==> src/rtl/v34m_pkg.sv <==
`timescale 1ns / 1ps
`default_nettype none
// ----------------------------------------------------------------------------
// v34m_pkg
// shared types and constants of the vector math unit
// ----------------------------------------------------------------------------
package v34m_pkg;

   localparam int DATA_WIDTH_DEF = 32;
   localparam int FRAC_BITS_DEF  = 16;
   localparam int NUM_LANES      = 4;
   localparam int NUM_PRODS      = 6;
   localparam int QUEUE_DEPTH    = 2;

   typedef enum logic [1:0] {
      OP_DOT   = 2'd0,
      OP_CROSS = 2'd1,
      OP_MAG   = 2'd2,
      OP_NORM  = 2'd3
   } op_type;

   typedef struct packed {
      op_type op;
      logic   four;
   } ctl_type;

   localparam int CTL_BITS = $bits(ctl_type);

   // cross product operand lanes: x = a_y*b_z - a_z*b_y and so on
   localparam int CROSS_A [NUM_PRODS] = '{1, 2, 2, 0, 0, 1};
   localparam int CROSS_B [NUM_PRODS] = '{2, 1, 0, 2, 1, 0};

endpackage
`default_nettype wire

==> src/rtl/v34m_queue.sv <==
`timescale 1ns / 1ps
`default_nettype none
// ----------------------------------------------------------------------------
// v34m_queue
// short word queue between front and back
// ----------------------------------------------------------------------------
module v34m_queue import v34m_pkg::*; #(
   parameter int WIDTH = 8,
   parameter int DEPTH = QUEUE_DEPTH
) (
   input  logic             clock,
   input  logic             reset,
   input  logic             push,
   input  logic [WIDTH-1:0] wdata,
   input  logic             pop,
   output logic             full,
   output logic             rd_vld,
   output logic [WIDTH-1:0] rdata
);

   localparam int PW = (DEPTH > 1) ? $clog2(DEPTH) : 1;
   localparam int CW = $clog2(DEPTH + 1);

   logic [WIDTH-1:0] mem [DEPTH];
   logic [PW-1:0]    wptr_ff;
   logic [PW-1:0]    rptr_ff;
   logic [CW-1:0]    count_ff;
   logic             do_pop;

   function automatic logic [PW-1:0] nxt(input logic [PW-1:0] p);
      return (p == PW'(DEPTH - 1)) ? '0 : p + PW'(1);
   endfunction

   assign rd_vld = (count_ff != '0);
   assign full   = (count_ff == CW'(DEPTH));
   assign do_pop = pop & rd_vld;
   assign rdata  = mem[rptr_ff];

   always_ff @(posedge clock) begin
      if (push) begin
         mem[wptr_ff] <= wdata;
      end
   end

   always_ff @(posedge clock) begin
      if (reset) begin
         wptr_ff  <= '0;
         rptr_ff  <= '0;
         count_ff <= '0;
      end else begin
         if (push) begin
            wptr_ff <= nxt(wptr_ff);
         end
         if (do_pop) begin
            rptr_ff <= nxt(rptr_ff);
         end
         if (push && !do_pop) begin
            count_ff <= count_ff + CW'(1);
         end else if (!push && do_pop) begin
            count_ff <= count_ff - CW'(1);
         end
      end
   end

endmodule
`default_nettype wire

==> config.mk <==
export PLATFORM = sky130hd
export DESIGN_NAME = v34m_queue
export DESIGN_NICKNAME = d
export VERILOG_FILES = /design/src/rtl/v34m_pkg.sv /design/src/rtl/v34m_queue.sv
export SDC_FILE = /design/constraint.sdc
export NUM_CORES = 1
export LEC_CHECK = 0
export BUFFER_PORTS_ARGS = -buffer_cell sky130_fd_sc_hd__buf_4
export CORE_MARGIN = 3
export CORE_UTILIZATION = 48
export DETAILED_ROUTE_END_ITERATION = 6
export PLACE_DENSITY_LB_ADDON = 0.08
export SLEW_MARGIN = 0
export SYNTH_ARGS = -nofsm -noshare
export SYNTH_HDL_FRONTEND = slang
export SYNTH_SLANG_ARGS = --single-unit
==> constraint.sdc <==
create_clock -name clock -period 1.75 [get_ports clock]
set_clock_uncertainty 0.2 [all_clocks]
set_input_delay 0.0875 -clock clock [delete_from_list [all_inputs] [get_ports clock]]
set_output_delay 0.0875 -clock clock [all_outputs]
set_load 0.005 [all_outputs]
After elaboration in Yosys (flattened, before gate mapping)
Memory sizes are Yosys's and may differ from the RTL's. A register that Yosys moved wholly into a read port is not among the register bits.
Index checks and enable logic that the tools add are counted.
{ "classes": {"n_addsub": 4, "n_mul": 0, "div_mod_pow": 0, "order_cmp": 0, "n_eq_ne": 1, "shifts": 0, "mux": 8, "bitwise": 1, "n_reduce_logical": 6} }
{ "op_table": {"columns": ["operator", "count"], "rows": [
  ["$mux W1", 6],
  ["$mux W2", 2],
  ["$reduce_bool A2 Y1", 2],
  ["$add A1 B1 Y1 const B", 2],
  ["$add A2 B1 Y2 const B", 1],
  ["$eq A2 B2 Y1 const B", 1],
  ["$logic_and A1 B1 Y1", 2],
  ["$logic_not A1 Y1", 2],
  ["$sub A2 B1 Y2 const B", 1],
  ["$and A1 B1 Y1", 1]
]} }
{ "totals": {"regBits": 4, "latch_bits": 0, "mem_bits_rw": 16, "rom_bits": 0, "inputBits": 12, "mem_count": 1} }
{ "mem_list": {"columns": ["memory", "words", "width", "read_ports", "rd_clocked_by_memory_dff", "wr", "line_no", "text"], "rows": [
  ["mem", 2, 8, 1, 1, 1, "v34m_queue.sv:24", "logic [WIDTH-1:0] mem [DEPTH];"]
]} }

Longest topological paths before layout
Gate-level depths: netlist of the first run.
{ "depth": {"depth_word": 5, "mapped_depth": 5, "mapped_depth_nobuf": 5} }

Worst setup path after synthesis of the first run
OpenSTA, ideal clock, no wires.
{ "synth_path": {"kind": "reg-to-reg", "start": "register count_ff[0]", "end": "register count_ff[1]", "arrival_time_ns": 1.329, "required_time_ns": 1.480, "slack_ns": 0.152, "stages_incl_launch_ff": 5, "path_buffers": 0, "period_less_slack_ns": 1.598, "cell_sequence": "dfxtp_1 -> o21ai_0 -> ha_1 -> or3_1 -> a21oi_1"} }
{ "synth_between": {"elab_chain_len": 5} }
{ "synth_lines": {"columns": ["element", "line_no", "text"], "rows": [
  ["from (decl)", "v34m_queue.sv:27", "logic [CW-1:0] count_ff;"],
  ["from (signal assigned)", "v34m_queue.sv:58", "count_ff <= count_ff + CW'(1);"],
  ["from (signal assigned)", "v34m_queue.sv:60", "count_ff <= count_ff - CW'(1);"],
  ["parallel branches: the longest is 5 deep, another holds $sub A2 B1 Y2", null, null]
]} }
Several ways; the timed one is not identified. The select of a mux whose other input is x is not followed.
A chain may end at the register's enable or synchronous reset.

==> results of run 1 <==
-- routing by layer --
metal	GRT usage	share of wire	wire length, um	vias to the layer above
met4	0.0511	0	0	0
met1	0.155	0.44	558	218
li1	-	-	-	246
met5	0	0	0	-
met2	0.236	0.51	651	12
met3	0.0352	0.050	64	0
-- worst max-delay path, stage by stage, from the launching register on --
cell and delay (ns):
dfxtp_1 0.54, mux2_2 0.38, buf_4 0.14
-- flip-flops by register name (all words and copies together) (netlist names), named ones only --
register  cells
mem          16
count_ff      2
rptr_ff       1
wptr_ff       1
-- report_power, final --
group | internal, uW | leakage [uW] | switching (uW)
Combinational | 264 | 0.000234 | 140
Sequential | 607 | 0.000192 | 64.4
Clock | 88.4 | 0.0000150 | 123
-- cell usage after synthesis (all sizes together) --
master / number / area share
edfxtp: 16 / 0.61
mux2: 8 / 0.11
dfxtp: 5 / 0.13
nor2: 4 / 0.019
xor2: 3 / 0.033
o21ai: 2 / 0.013
a21oi: 1 / 0.0064
and2: 1 / 0.0080
and2b: 1 / 0.011
buf: 1 / 0.0064
ha: 1 / 0.016
nor2b: 1 / 0.0080
or2: 1 / 0.0080
or3: 1 / 0.0080
xnor2: 1 / 0.011
-- per-stage QoR --
stage / hold slack, ns / worst slack (ns) / total power, uW
3_3_place_gp: 0.0729 / 0.159 / 1060
2_1_floorplan: -0.0434 / 0.152 / 884
5_1_grt: 0.160 / 0.0282 / 1380
4_1_cts: 0.0824 / 0.0842 / 1310
3_5_place_dp: 0.0751 / 0.112 / 1070
6_report: 0.0958 / 0.122 / 1290
-- cell families after synthesis --
kind of cell    count (synthesis)  synth area share
flops                          21             0.738
simple gates                    9            0.0620
mux                             8             0.114
xor+xnor                        4            0.0445
compound gates                  3            0.0191
buf+inv                         1           0.00635
fa+ha+maj                       1            0.0159
-- layout make-up --
cell class / count / area [um^2]
Sequential cell: 21 / 581
Fill cell: 98 / 315
Timing Repair Buffer: 33 / 273
Multi-Input combinational cell: 25 / 201
Clock buffer: 4 / 26.3
Tap cell: 15 / 18.8
-- repair_timing --
action,CTS,global route
resized for setup,0,1
hold endpoints to repair,21,0
hold buffers,10,0
endpoints found under the setup margin,0,1
-- worst min-delay path by stage --
stage                  endpoint  cells after the start
floorplan           count_ff[1]                      1
global placement      mem[0][7]                      1
detailed placement    mem[0][3]                      1
CTS                    register                      5
global route            rptr_ff                      5
finish                 register                      5
==> results_dict.tcl, run 1 <==
set metrics [dict create \
    final_cells 98 \
    synth_nets 60 \
    syn2layout_area_growth_pct 39.7 \
    p_per_area_nw_per_um2 1170 \
    cts.sinks 21 \
    cts_buffer_depth 2 \
    firstDrtPassIters 4 \
    avgSynthCellArea_um2 16.7 \
    clock_latency_ns 0.28 \
    outcome "finished clean" \
    r2r-start "count_ff[0]" \
    stdcell_area_um2 1100 \
    yosysUniqueCellTypes 15 \
    fin_crit_sh 0.930 \
    fmax_mhz 614 \
    antenna_cells 0 \
    critPathCaptureType "output pin" \
    cp-start-kind "register" \
    first_global_vias 484 \
    critPathKind "register to output pin" \
    cts_buffers 3 \
    drive_gt1_frac 0.434 \
    die_width_um 46.5 \
    die-height_um 46.5 \
    r2r_end "count_ff[1]" \
    drtIter0Drc 12 \
    drt-total-wl_um 1270 \
    syn_area_um2 787 \
    drc 0 \
    tns_ns 0 \
    ys_warn_count 0 \
    via_count 476 \
    initial_core_util 0.556 \
    placedCellCount 84 \
    min_from "pop" \
    rsz0062_at_grt "no" \
    min_path_type "input port to register" \
    slew_violations 0 \
    cts-root-buf "clkbuf_4" \
    synth_cells 47 \
    placed_area_um2 973 \
    clk_pin_slew_ns 0.10 \
    grt_max_degree 12 \
    setup_viol 0 \
    maxCapViolCount 0 \
    ir_drop_v 0.000920 \
    cp-endpoint "rdata[5]" \
    finalHoldViolations 0 \
    nNetsFinal 97 \
    required_ns 1.46 \
    ff2ff_path_depth 4 \
    ctsHtreeMaxLevel 1 \
    num_io_pins 22 \
    relSlewSlack 0.724 \
    portBuffers 21 \
    die_area_um2 2160 \
    routedWlPerCell_um 13.0 \
    cts_tree "built" \
    tightest_slew_ns 0.413 \
    ys_seq_elements 21 \
    mostFrequentLayoutCells "buf_4, edfxtp_1, dlygate4sd3_1" \
    antenna_found_initial 0 \
    core_area_um2 1420 \
    cp.arrival_ns 1.34 \
    vias_per_cell 4.86 \
    leakage_uw 0.000440 \
    grt_overflow 0 \
    gp_congestion 0.626 \
    rrSetupSlack_ns 0.15 \
    layout_min_cycle_time_ns 1.63 \
    crit_fanout 8 \
    row_count 13 \
    postCtsSetupRepairBufs 0 \
    synth_seq_area_share 0.738 \
    drtAntennaViolNets 0 \
    final_util 0.777 \
    grt_use_total 0.135 \
    grt_pass1_wl_um 2010 \
    layout_commonest_cell "buf_4" \
]
Power figures use the tool's default switching activity.
==> run 2, diff against run 1 <==
--- a/config.mk
+++ b/config.mk
@@ -10,6 +10,7 @@
 export CORE_UTILIZATION = 48
 export DETAILED_ROUTE_END_ITERATION = 6
 export PLACE_DENSITY_LB_ADDON = 0.08
+export REMOVE_ABC_BUFFERS = 1
 export SLEW_MARGIN = 0
 export SYNTH_ARGS = -nofsm -noshare
 export SYNTH_HDL_FRONTEND = slang
==> run 2 against run 1 <==
Critical path depth is the same. Register-to-register slack hardly changed. Cell area did not move. First-iteration DRC count fell by 33%. Hold slack got worse by 0.039 ns. Clock power grew 3%. Critical endpoint is now rdata[2]. Largest power group unchanged.
==> results_dict.tcl, run 2 (synthesized netlist as in run 1, its figures left out) <==
set metrics [dict create \
    via_count 481 \
    fmax_mhz 614 \
    layout_commonest_cell "buf_4" \
    placedCellCount 84 \
    grt_pass1_wl_um 1950 \
    leakage_uw 0.000442 \
    min_from "push" \
    cts_buffer_depth 2 \
    hpwl_um 826 \
    slew_violations 0 \
    min_path_type "input port to register" \
    cp_num_buf_inv 1 \
    crit_chain "mux2_2 > buf_4" \
    required_ns 1.46 \
    portBuffers 21 \
    syn2layout_area_growth_pct 39.7 \
    die_area_um2 2160 \
    nNetsFinal 97 \
    row_count 13 \
    drive_gt1_frac 0.434 \
    mostFrequentLayoutCells "buf_4, edfxtp_1, dlygate4sd3_1" \
    relSlewSlack 0.742 \
    cp.arrival_ns 1.34 \
    worst_slack_ns 0.121 \
    drtAntennaViolNets 0 \
    grt_max_degree 12 \
    crit_fanout 8 \
    antenna_cells 0 \
    rsz0062_at_grt "no" \
    clock_latency_ns 0.28 \
    crit_slowest_cell "dfxtp_1" \
    die-height_um 46.5 \
    ir_drop_v 0.000943 \
    drt-total-wl_um 1300 \
    maxCapViolCount 0 \
    layout_min_cycle_time_ns 1.63 \
    fin_crit_sh 0.931 \
    critPathTopFamily "flip-flops" \
    ctsHtreeMaxLevel 1 \
    cp-start-kind "register" \
    vias_per_cell 4.91 \
    outcome "finished clean" \
    r2r-start "count_ff[0]" \
    tns_ns 0 \
    gp_congestion 0.620 \
    p_per_area_nw_per_um2 1180 \
    first_global_vias 474 \
    final_cells 98 \
    tightest_slew_ns 0.388 \
    die_width_um 46.5 \
    regMostFlops "mem" \
    drtIter0Drc 8 \
    cts.sinks 21 \
    finalHoldViolations 0 \
    critPathKind "register to output pin" \
    grt_use_total 0.128 \
    largest_reg_flops 16 \
    cp_slowest_stage_delay_ns 0.54 \
    firstDrtPassIters 4 \
    critPathCaptureType "output pin" \
    postCtsSetupRepairBufs 0 \
    routedWlPerCell_um 13.2 \
    antenna_found_initial 0 \
    post-place-ws_ns 0.104 \
    setup_viol 0 \
    grt_overflow 0 \
    drc 0 \
    num_io_pins 22 \
    reg_top3 "mem (16), count_ff (2)" \
    initial_core_util 0.556 \
    clk_pin_slew_ns 0.10 \
    cts_tree "built" \
    cts_buffers 3 \
    core_area_um2 1420 \
    cts-root-buf "clkbuf_4" \
]
==> run 2: cell counts in the layout (fill, tap and decap cells not counted) <==
Identical to the previous run, type by type.
==> run 2: cell type report <==
cell class	instances	area, um^2
well taps	15	18.8
clock buffers	4	26.3
flip-flops and latches	21	581
fillers	91	315
repair buffers	33	273
multi-input cells	25	201
==> run 2: path summary, 6_finish.rpt <==
path                       to  cells after the start  slack (ns)
setup / recovery     rdata[2]                      2        0.12
hold / removal    count_ff[0]                      4        0.06
setup reg to reg  count_ff[1]                      4        0.15
hold reg to reg      register                      2        0.31
==> run 2: where the power goes <==
part	internal, uW	switching (uW)
clock network	88.4	128
registers	607	64.2
logic	266	140
total	961	333
==> run 2: stage by stage <==
stage | hold WS [ns] | total power, uW | util | cell area [um^2]
2_1_floorplan | -0.0434 | 876 | - | 782
3_3_place_gp | 0.0731 | 1060 | 0.688 | 973
3_5_place_dp | 0.0751 | 1070 | 0.688 | 973
4_1_cts | 0.0382 | 1310 | 0.777 | 1100
5_1_grt | 0.0746 | 1370 | 0.777 | 1100
6_report | 0.0567 | 1290 | 0.777 | 1100
==> run 2: per-layer routing <==
metal | up-vias | GRT usage | part of all wire
met2 | 14 | 0.236 | 0.53
met3 | 0 | 0.0352 | 0.052
met1 | 223 | 0.143 | 0.42
met4 | 0 | 0.0341 | 0
li1 | 244 | - | -
met5 | - | 0 | 0
==> run 2: worst register-to-register path: cells and delay by family, from the launching register on <==
| kind | cells | cell delay, ns |
|---|---|---|
| compound gates | 2 | 0.25 |
| simple gates | 1 | 0.36 |
| flops | 1 | 0.42 |
| fa+ha+maj | 1 | 0.32 |
==> run 2: timing repair <==
item,CTS,global route
gates resized for setup,0,1
endpoints found under the hold margin,21,0
endpoints found under the setup margin,0,1
hold buffers,10,0
==> run 3, diff against run 2 <==
--- a/config.mk
+++ b/config.mk
@@ -6,7 +6,8 @@
 export NUM_CORES = 1
 export LEC_CHECK = 0
 export BUFFER_PORTS_ARGS = -buffer_cell sky130_fd_sc_hd__buf_4
-export CORE_MARGIN = 3
+export CORE_ASPECT_RATIO = 1.25
+export CORE_MARGIN = 1.5
 export CORE_UTILIZATION = 48
 export DETAILED_ROUTE_END_ITERATION = 6
 export PLACE_DENSITY_LB_ADDON = 0.08
==> run 3 against run 2 <==
Routed wire length decreased by 2.2%. Combinational power about the same. Hold slack got worse by 0.011 ns. Flip-flop and latch count unchanged. Largest cell class unchanged. Global-route usage increased by 3.0 points. Total power about the same. Register-to-register slack about the same. Maximum frequency decreased by 0.56%. Cell area increased by 1.0%. Die area decreased by 12%. Critical endpoint is now rdata[1].
==> results_dict.tcl, run 3 (synthesized netlist as in run 1, its figures left out) <==
set metrics [dict create \
    outcome "finished clean" \
    hpwl_um 890 \
    gp_congestion 0.657 \
    clock_latency_ns 0.29 \
    cts.sinks 21 \
    fill_cells 107 \
    required_ns 1.46 \
    critPathKind "register to output pin" \
    firstDrtPassIters 2 \
    cts_buffers 3 \
    cp.arrival_ns 1.35 \
    drc 0 \
    layout_min_cycle_time_ns 1.64 \
    postCtsSetupRepairBufs 0 \
    cts_buffer_depth 2 \
    grt_pass1_wl_um 1870 \
    final_cells 102 \
    initial_core_util 0.511 \
    crit_chain "mux2_2 > buf_4" \
    p_per_area_nw_per_um2 1160 \
    first_global_vias 469 \
    final_util 0.721 \
    reg_top3 "mem (16), count_ff (2)" \
    setup_viol 0 \
    fmax_mhz 610 \
    grt_overflow 0 \
    row_count 16 \
    placedCellCount 88 \
    tns_ns 0 \
    critPathCaptureType "output pin" \
    num_io_pins 22 \
    relSlewSlack 0.738 \
    grt_max_degree 12 \
    die_area_um2 1890 \
    placed_area_um2 985 \
    wl_met3_um 32 \
    wl_met2_um 756 \
    maxCapViolCount 0 \
    cts_tree "built" \
    cp_slowest_stage_delay_ns 0.54 \
    clk_pin_slew_ns 0.10 \
    mostFrequentLayoutCells "buf_4, edfxtp_1, dlygate4sd3_1" \
    layout_commonest_cell "buf_4" \
    regMostFlops "mem" \
    crit_slowest_cell "dfxtp_1" \
    grt_use_total 0.158 \
    antenna_found_initial 0 \
    nNetsFinal 98 \
    antenna_cells 0 \
    ir_drop_v 0.000898 \
    portBuffers 21 \
    routedWlPerCell_um 12.4 \
    finalHoldViolations 0 \
    crit_fanout 8 \
    leakage_uw 0.000447 \
    slew_violations 0 \
    drtIter0Drc 4 \
    drive_gt1_frac 0.440 \
    die-height_um 48.3 \
    wl_met1_um 471 \
    min_path_type "input port to register" \
    stdcell_area_um2 1110 \
    drtAntennaViolNets 0 \
    vias_per_cell 4.69 \
    syn2layout_area_growth_pct 41.2 \
    largest_reg_flops 16 \
    via_count 478 \
    tightest_slew_ns 0.394 \
    fin_crit_sh 0.936 \
    ctsHtreeMaxLevel 1 \
    cts-root-buf "clkbuf_4" \
    core_area_um2 1540 \
    highest_layer "met4" \
    drt-total-wl_um 1270 \
    die_width_um 39.2 \
    cp-start-kind "register" \
    rsz0062_at_grt "no" \
]
[run 3: where the power goes]
part / switching (uW) / internal, uW
logic: 137 / 268
clock network: 127 / 88.6
registers: 65.0 / 607
[run 3: cell type report]
type,instances,area (um^2),area share
tap,18,22.5,0.0203
sequential,21,581,0.523
clock buffer,4,26.3,0.0236
timing repair buffer,34,280,0.252
multi-input combinational,25,201,0.181
[run 3: stage by stage]
step / setup WS, ns / total power, uW / hold WS (ns)
after floorplan: 0.152 / 876 / -0.0434
after global placement: 0.164 / 1060 / 0.0727
after detailed placement: 0.113 / 1070 / 0.0752
after CTS: 0.0710 / 1310 / 0.0339
after global routing: 0.0336 / 1380 / 0.0772
final: 0.112 / 1290 / 0.0458
[run 3: repair_timing]
action,4_1_cts,5_1_grt
endpoints found under the setup margin,0,1
hold endpoints to repair,21,0
hold buffers,10,0
gates resized for setup,0,1
[run 3: worst paths after layout]
kind                    start          end  slack [ns]  cells after the start
hold reg to reg   count_ff[1]  count_ff[1]        0.31                      2
setup reg to reg  count_ff[0]  count_ff[1]        0.16                      4
setup / recovery     register     rdata[1]        0.11                      2
hold / removal           push  count_ff[0]        0.05                      4
[run 3: critical path: cells and delay by family, from the launching register on]
family | cells | cell delay (ns)
DFF | 1 | 0.54
muxes | 1 | 0.39
buffers and inverters | 1 | 0.13
[run 3: layer usage]
layer  GRT usage  up-vias
met5           0        -
met4       0.103        0
met3      0.0274        2
met2       0.313        9
met1       0.144      220
li1            -      247
